<file path="config.mk">
export PLATFORM = sky130hd
export DESIGN_NAME = gqet_cell
export DESIGN_NICKNAME = d
export VERILOG_FILES = /design/src/hdl/gqet_cell.sv
export SDC_FILE = /design/constraint.sdc
export NUM_CORES = 2
export LEC_CHECK = 0
export BUFFER_PORTS_ARGS = -buffer_cell sky130_fd_sc_hd__clkbuf_2
export CAP_MARGIN = 20
export CORE_ASPECT_RATIO = 1.1
export CORE_UTILIZATION = 30
export DETAILED_ROUTE_END_ITERATION = 16
export HOLD_SLACK_MARGIN = 0.08
export PLACE_DENSITY_LB_ADDON = 0.1
export SETUP_SLACK_MARGIN = 0.15
export SYNTH_ARGS = -nofsm -noshare
export SYNTH_HDL_FRONTEND = slang
export SYNTH_SLANG_ARGS = --single-unit
</file>
<file path="constraint.sdc">
create_clock -name i_clk -period 12.1 [get_ports i_clk]
set_clock_uncertainty 0.05 [all_clocks]
set_input_delay 2.42 -clock i_clk [delete_from_list [all_inputs] [get_ports i_clk]]
set_output_delay 2.42 -clock i_clk [all_outputs]
set_load 0.01 [all_outputs]
</file>
<file path="src/hdl/gqet_cell.sv">
module gqet_cell #(
    parameter int AW = 32,
    parameter int BW = 32,
    parameter int SHIFT = 28
) (
    input  logic                         i_clk,
    input  logic signed [AW-1:0]         i_a,
    input  logic signed [BW-1:0]         i_b,
    output logic signed [AW+BW-SHIFT-1:0] o_p
);

    logic signed [AW+BW-1:0] n_prod;
    logic signed [AW+BW-SHIFT-1:0] r_p;

    always_comb begin
        n_prod = $signed({{BW{i_a[AW-1]}}, i_a}) * $signed({{AW{i_b[BW-1]}}, i_b});
    end

    always_ff @(posedge i_clk) begin
        r_p <= n_prod[AW+BW-1:SHIFT];
    end

    assign o_p = r_p;

endmodule

</file>
==> reports/qor.yml <==
status: "finished, final reports clean"
die-area_um2: 123000
start_util: 0.304
slew_headroom: 0.263
via_per_inst: 4.56
first_iter_violations: 948
io_pins: 101
yosys.area.top_type: "fa_1"
setup_violations: 0
synth_compound_area_frac: 0.0328
critical_path_class: "in2reg"
cp-end-kind: "register"
grt_remaining_overflow: 0
final_max_slew_viol_count: 0
path_clk_slew_ns: 0.06
hpwl_um: 101000
synth_ff_type: "dfxtp_1"
die_h_um: 368
synth.mux.area_fraction: 0.000274
yosysMostFrequentCell: "fa_1"
worstPathMaxFanout: 33
ys_warn_count: 0
fin_crit_sh: 0.878
final_area_um2: 38800
min-delay-start: "o_p[8]"
grt_pass1_wl_um: 183000
cts.sinks: 36
ys_seq_area_frac: 0.0198
synth_top_area_frac: 0.593
route.vias.total: 24800
grt_max_degree: 33
synth_edf_count: 0
coreArea_um2: 120000
hp-class: "reg2out"
arrival_ns: 10.73
die_width_um: 335
avgSynthCellArea_um2: 9.43
worst_pin_slew_ns: 1.11
nets: 5146
first_pass_iters: 5
grt_use_met2: 0.393
numCtsBuffers: 5
synth-simple-area-share: 0.160
drc: 0
synth.area.top_cells: "fa_1, inv_1, and2_1"
min_path_cells: 1
totalWireLength_um: 118000
use_met1: 0.240
worstSetupStartpoint: "i_a[31]"
area_delta_synth_final_pct: 6.29
numPlacedInstances: 5433
rsz0062_at_grt: "no"
largest_reg_flops: 36
hold_violations: 0
multi_input_area_um2: 31400
routedWlPerCell_um: 21.6
synth_top_family_by_area: "adder cells"
grtUsageTotal: 0.200
fill_cells: 12900
syn_area_um2: 36500
globalRoute.busiestLayer: "met2"
cts_tree: "done"
cts_buffer_depth: 2
ys_seq_elements: 36
synth.distinct_cells: 60
seq_area_um2: 721
post_cts_buffers: 0
fmax_mhz: 94.2
cts-root-buf: "clkbuf_16"
antenna_found_initial: 12
cts_resized: 0
fin_crit_ns: 10.62
h-tree-depth: 2
ant_nets: 0
drv_cap: 0
yosys-top-cells-count: "fa_1, inv_1, nand2_1, and2_1, clkbuf_1"
cp.required_ns: 12.21
synth_fa_ha_area_frac: 0.655
synth_xor_area_frac: 0.0120
cp-start-kind: "input pin"
layout-drive-gt1-share: 0.0442
synth_async_sr_flop_share: 0
tns_ns: 0
io_buffers: 100
synth_fp_nets: 5194
syn_inst: 3868
num_rows: 133
fin_cells: 5447
placed_area_um2: 38600
ctsHoldBuffers: 0
globalplace.congestion: 0.819
grt_pass1_vias: 29000
use_met3: 0.0117
placed cells by master (no fill, tap or decap), types with 5 or more instances in the layout:
master     netlist  routed
a211oi_1         5       5
a21o_1          23      23
a21oi_1         63      63
a31oi_1          6       6
and2_1         508     508
buf_4            1      51
clkbuf_16        0       5
clkbuf_2         0     100
dfxtp_1         36      36
diode_2          0       6
fa_1          1081    1081
ha_1           180     180
inv_1          957     957
nand2_1        529     529
nand2b_1        12      12
nand3_1         14      14
nand4_1         18      18
nor2_1          57      57
nor3_1          11      11
o21ai_0         20      20
o21ai_1         15      15
o21bai_1        13      13
xnor2_1         36      36
xor2_1          14      14
cell families after synthesis:
| logic type | Yosys count |
|---|---|
| adders and majority gates | 1261 |
| and+or+nand+nor | 1170 |
| buffers and inverters | 1165 |
| AOI/OAI and AO/OA | 185 |
| xor gates and xnor gates | 50 |
| DFF | 36 |
| muxes | 1 |
worst paths after layout:
kind       to  slack, ns
max   o_p[35]       1.48
min    o_p[8]       3.06
critical path, cell delays in order:
cell and delay [ns]:
clkbuf_2 0.51, nand2_1 0.26, inv_1 0.14, fa_1 0.40
inv_1 0.26, fa_1 0.47, inv_1 0.22, fa_1 0.50
fa_1 0.88, inv_1 0.42, fa_1 0.59, inv_1 0.05
fa_1 0.53, inv_1 0.05, fa_1 0.46, fa_1 0.51
inv_1 0.04, ha_1 0.42, a21oi_1 0.24, o21bai_1 0.11
a21oi_1 0.22, o21ai_0 0.12, a21oi_1 0.19, nor2_1 0.08
a2111oi_0 0.32, a211oi_1 0.11, xnor2_1 0.15
metal layers:
layer / part of all wire / vias up
met2: 0.57 / 306
met3: 0.021 / 70
met1: 0.39 / 13600
li1: - / 10900
met5: 0.00031 / -
met4: 0.016 / 6
through the flow:
stage	hold WS (ns)	util	setup slack, ns
detailed placement	2.76	0.321	1.09
global route	3.09	0.323	0.840
floorplan	2.67	-	2.47
finish	3.06	0.323	1.48
global placement	2.76	0.321	1.25
CTS	3.08	0.323	1.38
layout make-up:
type                       instances  share of cell area
timing repair buffer             151              0.0228
sequential                        36              0.0186
antenna                            6            0.000387
clock buffer                       7             0.00368
tap                             1620              0.0523
clock inverter                     1            0.000194
inverter                         959              0.0928
multi-input combinational       2667               0.809
Power is left out: the tool's default activity adds up to more than one toggle a clock period on the data nets, which glitch-free logic cannot reach.
