$ cat src/hdl/gqet_pkg.sv
package gqet_pkg;

    localparam int LIM_W = 16;
    localparam int DIV_NUM_W = 24;
    localparam int COLOR_W = 8;
    localparam int CFG_IDX_W = 3;
    localparam int CFG_DATA_W = 64;

    localparam logic [7:0] COLOR_SCALE = 8'd254;
    localparam logic [8:0] COLOR_SPAN = 9'd256;
    localparam logic [LIM_W-1:0] LIM_RESET = 16'd256;

    localparam logic [1:0] SRC_COORD = 2'd0;
    localparam logic [1:0] SRC_NEG = 2'd1;
    localparam logic [1:0] SRC_CONST = 2'd2;

    localparam logic [CFG_IDX_W-1:0] CFG_SOURCE_MODES = 3'd0;
    localparam logic [CFG_IDX_W-1:0] CFG_START_CONST = 3'd1;
    localparam logic [CFG_IDX_W-1:0] CFG_QUAD_COEF = 3'd2;
    localparam logic [CFG_IDX_W-1:0] CFG_LIN_COEF = 3'd3;
    localparam logic [CFG_IDX_W-1:0] CFG_ADD_COEF = 3'd4;
    localparam logic [CFG_IDX_W-1:0] CFG_ITER_LIMIT = 3'd5;
    localparam logic [CFG_IDX_W-1:0] CFG_VECTOR_MODE = 3'd6;

    typedef enum logic [2:0] {
        ST_IDLE,
        ST_ITER,
        ST_DIV_GO,
        ST_DIV_RUN,
        ST_OUT
    } t_state;

endpackage

$ cat src/hdl/gqet_div.sv
module gqet_div (
    input  logic                          i_clk,
    input  logic                          i_rst_n,
    input  logic                          i_start,
    input  logic [gqet_pkg::DIV_NUM_W-1:0] i_num,
    input  logic [gqet_pkg::LIM_W-1:0]     i_den,
    output logic                          o_done,
    output logic [gqet_pkg::DIV_NUM_W-1:0] o_quot
);

    localparam int NW = gqet_pkg::DIV_NUM_W;
    localparam int DW = gqet_pkg::LIM_W;
    localparam int CW = $clog2(NW);

    logic          r_busy;
    logic          r_done;
    logic [CW-1:0] r_cnt;
    logic [DW-1:0] r_rem;
    logic [DW-1:0] r_den;
    logic [NW-1:0] r_q;
    logic [DW:0]   n_trial;
    logic          n_ge;
    logic [DW:0]   n_diff;

    always_comb begin
        n_trial = {r_rem, r_q[NW-1]};
        n_ge = n_trial >= {1'b0, r_den};
        n_diff = n_trial - {1'b0, r_den};
    end

    always_ff @(posedge i_clk) begin
        if (!i_rst_n) begin
            r_busy <= 1'b0;
            r_done <= 1'b0;
            r_cnt <= '0;
        end else begin
            r_done <= 1'b0;
            if (i_start) begin
                r_busy <= 1'b1;
                r_cnt <= '0;
            end else if (r_busy) begin
                r_cnt <= r_cnt + 1'b1;
                if (r_cnt == CW'(NW - 1)) begin
                    r_busy <= 1'b0;
                    r_done <= 1'b1;
                end
            end
        end
    end

    always_ff @(posedge i_clk) begin
        if (i_start) begin
            r_rem <= '0;
            r_den <= i_den;
            r_q <= i_num;
        end else if (r_busy) begin
            r_rem <= n_ge ? n_diff[DW-1:0] : n_trial[DW-1:0];
            r_q <= {r_q[NW-2:0], n_ge};
        end
    end

    assign o_done = r_done;
    assign o_quot = r_q;

endmodule

$ cat config.mk
export PLATFORM = sky130hd
export DESIGN_NAME = gqet_div
export DESIGN_NICKNAME = d
export VERILOG_FILES = /design/src/hdl/gqet_pkg.sv /design/src/hdl/gqet_div.sv
export SDC_FILE = /design/constraint.sdc
export NUM_CORES = 1
export LEC_CHECK = 0
export BUFFER_PORTS_ARGS = -buffer_cell sky130_fd_sc_hd__buf_2
export CORE_MARGIN = 4
export CORE_UTILIZATION = 55
export DETAILED_ROUTE_END_ITERATION = 8
export HOLD_SLACK_MARGIN = 0.06
export PLACE_DENSITY_LB_ADDON = 0.15
export SLEW_MARGIN = 20
export SYNTH_ARGS = -nofsm -noshare
export SYNTH_HDL_FRONTEND = slang
export SYNTH_SLANG_ARGS = --single-unit
$ cat constraint.sdc
create_clock -name i_clk -period 4 [get_ports i_clk]
set_input_delay 0 -clock i_clk [delete_from_list [all_inputs] [get_ports i_clk]]
set_output_delay 0 -clock i_clk [all_outputs]
set_load 0.005 [all_outputs]
==> impl_metrics.ini <==
[cells_and_area]
fin_cells = 492
antenna_cells = 0
drive_gt1_frac = 0.276
area_growth_pct = 29.7
final_nets = 473

[global_routing]
antenna_found_initial = 0
grt.overflow.total = 0
grt_max_degree = 41
first_global_vias = 2847
grt_pass1_wl_um = 13200
track_usage = 0.230

[route]
wl_um = 7750
antenna_left = 0
wl_per_cell_um = 15.8
drt_iter0_drc = 87
drc_errors = 0
firstDrtPassIters = 4
dr_total_vias = 2658
vias_per_cell = 5.40

[power]
sw_frac_of_total = 0.267
clockPowerShare = 0.351
pwr-share-comb = 0.214
p_switching_uw = 485
p_seq_frac = 0.436
ir_worst_vdd_uv = 273
power.density_nw_per_um2 = 414
power_mw = 1.81
p_leak_nw = 1.85
p_int_mw = 1.33

[placed_design]
dp_cells = 435
dp_hpwl_um = 4960
io_buffer_count = 67
gp_congestion = 0.972
place_ws_ns = 1.40

[worst_setup_path]
r2r-end = r_rem[12]$_SDFFE_PP0P_
worst-endpoint-arrival_ns = 2.91
reg2regPathDepth = 10
r2r_slack_ns = 1.37
crit_type = register to register
endpoint_kind = register
rr_startpoint = o_quot[23]$_DFFE_PP_
crit_path_max_fanout = 4
required_ns = 4.28
start_kind = register

[timing]
max_freq_mhz = 381
holdWs_ns = 0.135
rsz0062_at_grt = no
report.final.hold_viol_count = 0
min_period_ns = 2.63
tightest_slew_ns = 0.573
setup_viol_count_final = 0
fin_skew_ns = 0.00981
max_slew_margin = 0.618
period_share = 0.657
tns_ns = 0
drv_slew = 0
finalWorstSetupSlack_ns = 1.37

[cts]
cts_setup_buffers = 0
clock_sinks = 63
ctsHoldBuffers = 41
cts_made_buffers = 9
clkTransAtPathRegs_ns = 0.07
cts_buffer_depth = 2
cts_root_buf = clkbuf_8
h-tree-depth = 3
clkLatencyLatePin_ns = 0.34
cts_tree = built
cts_resized = 0

[logic_synthesis]
avgSynthCellArea_um2 = 11.1
synth_fp_nets = 366
synth.most_common_cell = edfxtp_1
ys_seq_elements = 63
synthDistinctLibCells = 49
synth_warnings = 0
seq_area_frac_synth = 0.492
synth_top_cell_area_share = 0.356
syn_inst = 305
ys_top_cells_by_count = edfxtp_1 (40), nor2_1 (26), mux2_2 (24)
async_flop_share = 0
syn_area_um2 = 3380
synthTopCellsByArea = edfxtp_1 (36%), dfxtp_1 (14%), mux2_2 (8.0%), ha_1 (6.3%), mux2i_1 (3.0%)
yosysTopAreaCell = edfxtp_1
synth-edff-count = 40
synthFlopType = edfxtp_1

[die]
initial_utilization = 0.567
die_y_um = 86.4
std_cell_rows = 28
die-area_um2 = 7460
io_pins = 68
core_area_um2 = 5960
die_x_um = 86.4

[worst_hold_path]
holdPathEnd = r_den[14]$_DFFE_PP_
holdPathStages = 1
min-delay-start = i_start
min-delay-path-class = primary input to register

[outcome]
status = finished, final reports clean

[flow_run]
drv_cap = 0
==> state kept, by name, indices dropped and copies added, names as in the netlist <==
| register | flops |
|---|---|
| o_quot | 24 |
| r_den | 16 |
| r_rem | 16 |
| r_cnt | 5 |
| o_done | 1 |
| r_busy | 1 |
==> layer usage <==
| layer | GRT usage | vias to the layer above | share of wire |
|---|---|---|---|
| li1 | - | 1335 | - |
| met1 | 0.271 | 1217 | 0.41 |
| met2 | 0.380 | 84 | 0.50 |
| met3 | 0.0922 | 22 | 0.063 |
| met4 | 0.0822 | 0 | 0.025 |
| met5 | 0 | - | 0 |
==> placed cells by master (no fill, tap or decap), drive strengths merged, types with 4 or more instances in the layout <==
cell type,instances
ha,17
nor2,26
nand4,4
xnor2,7
dfxtp,23
mux2,24
clkbuf,13
inv,22
edfxtp,40
nand2,19
buf,69
a21oi,20
xor2,8
dlygate4sd3,41
mux2i,10
o21ai,7
a211oi,11
a21o,4
nand2b,7
==> final cells by class <==
cell class	count	area [µm²]
multi-input combinational	206	1560
clock buffer	13	159
sequential	63	1660
fill	415	1580
clock inverter	3	67.6
tap	75	93.8
timing repair buffer	110	761
inverter	22	82.6
==> power groups by stage <==
stage | clock network (mW) | logic [mW] | registers, mW
after floorplan | 0 | 0.263 | 0.798
after global placement | 0 | 0.347 | 0.801
after detailed placement | 0 | 0.354 | 0.803
after CTS | 0.652 | 0.386 | 0.790
after global routing | 0.687 | 0.434 | 0.798
final | 0.636 | 0.388 | 0.791
==> per-stage QoR <==
stage / util / instance area, µm²
2_1_floorplan: - / 3380
3_3_place_gp: 0.629 / 3740
3_5_place_dp: 0.629 / 3740
4_1_cts: 0.736 / 4380
5_1_grt: 0.736 / 4380
6_report: 0.736 / 4380
==> how the worst max path moves through the flow <==
stage	slack (ns)	from	cells past startpoint	end
2_1_floorplan	1.68	o_quot[23]$_DFFE_PP_	10	r_rem[12]$_SDFFE_PP0P_
3_3_place_gp	1.41	o_quot[23]$_DFFE_PP_	10	r_rem[12]$_SDFFE_PP0P_
3_5_place_dp	1.40	r_den[9]$_DFFE_PP_	8	r_rem[9]$_SDFFE_PP0P_
4_1_cts	1.37	o_quot[23]$_DFFE_PP_	10	r_rem[12]$_SDFFE_PP0P_
5_1_grt	1.18	r_den[9]$_DFFE_PP_	8	r_rem[9]$_SDFFE_PP0P_
6_report	1.37	o_quot[23]$_DFFE_PP_	10	r_rem[12]$_SDFFE_PP0P_
==> logic make-up after synthesis <==
kind of cell | Yosys count | synth area share
DFF | 63 | 0.492
and+or+nand+nor | 75 | 0.115
adders and majority gates | 18 | 0.0689
xor gates and xnor gates | 15 | 0.0389
buffers and inverters | 36 | 0.0478
AOI/OAI and AO/OA | 64 | 0.128
muxes | 34 | 0.110
==> critical path, cell delays in order (launching register included) <==
cell	delay (ns)
edfxtp_1	0.37
inv_1	0.05
ha_1	0.21
fa_1	0.41
nand2b_1	0.18
a21oi_1	0.31
o211ai_1	0.16
a21oi_1	0.25
nor3_1	0.06
or4b_1	0.47
nand3_1	0.09
(Power assumes the default switching activity.)
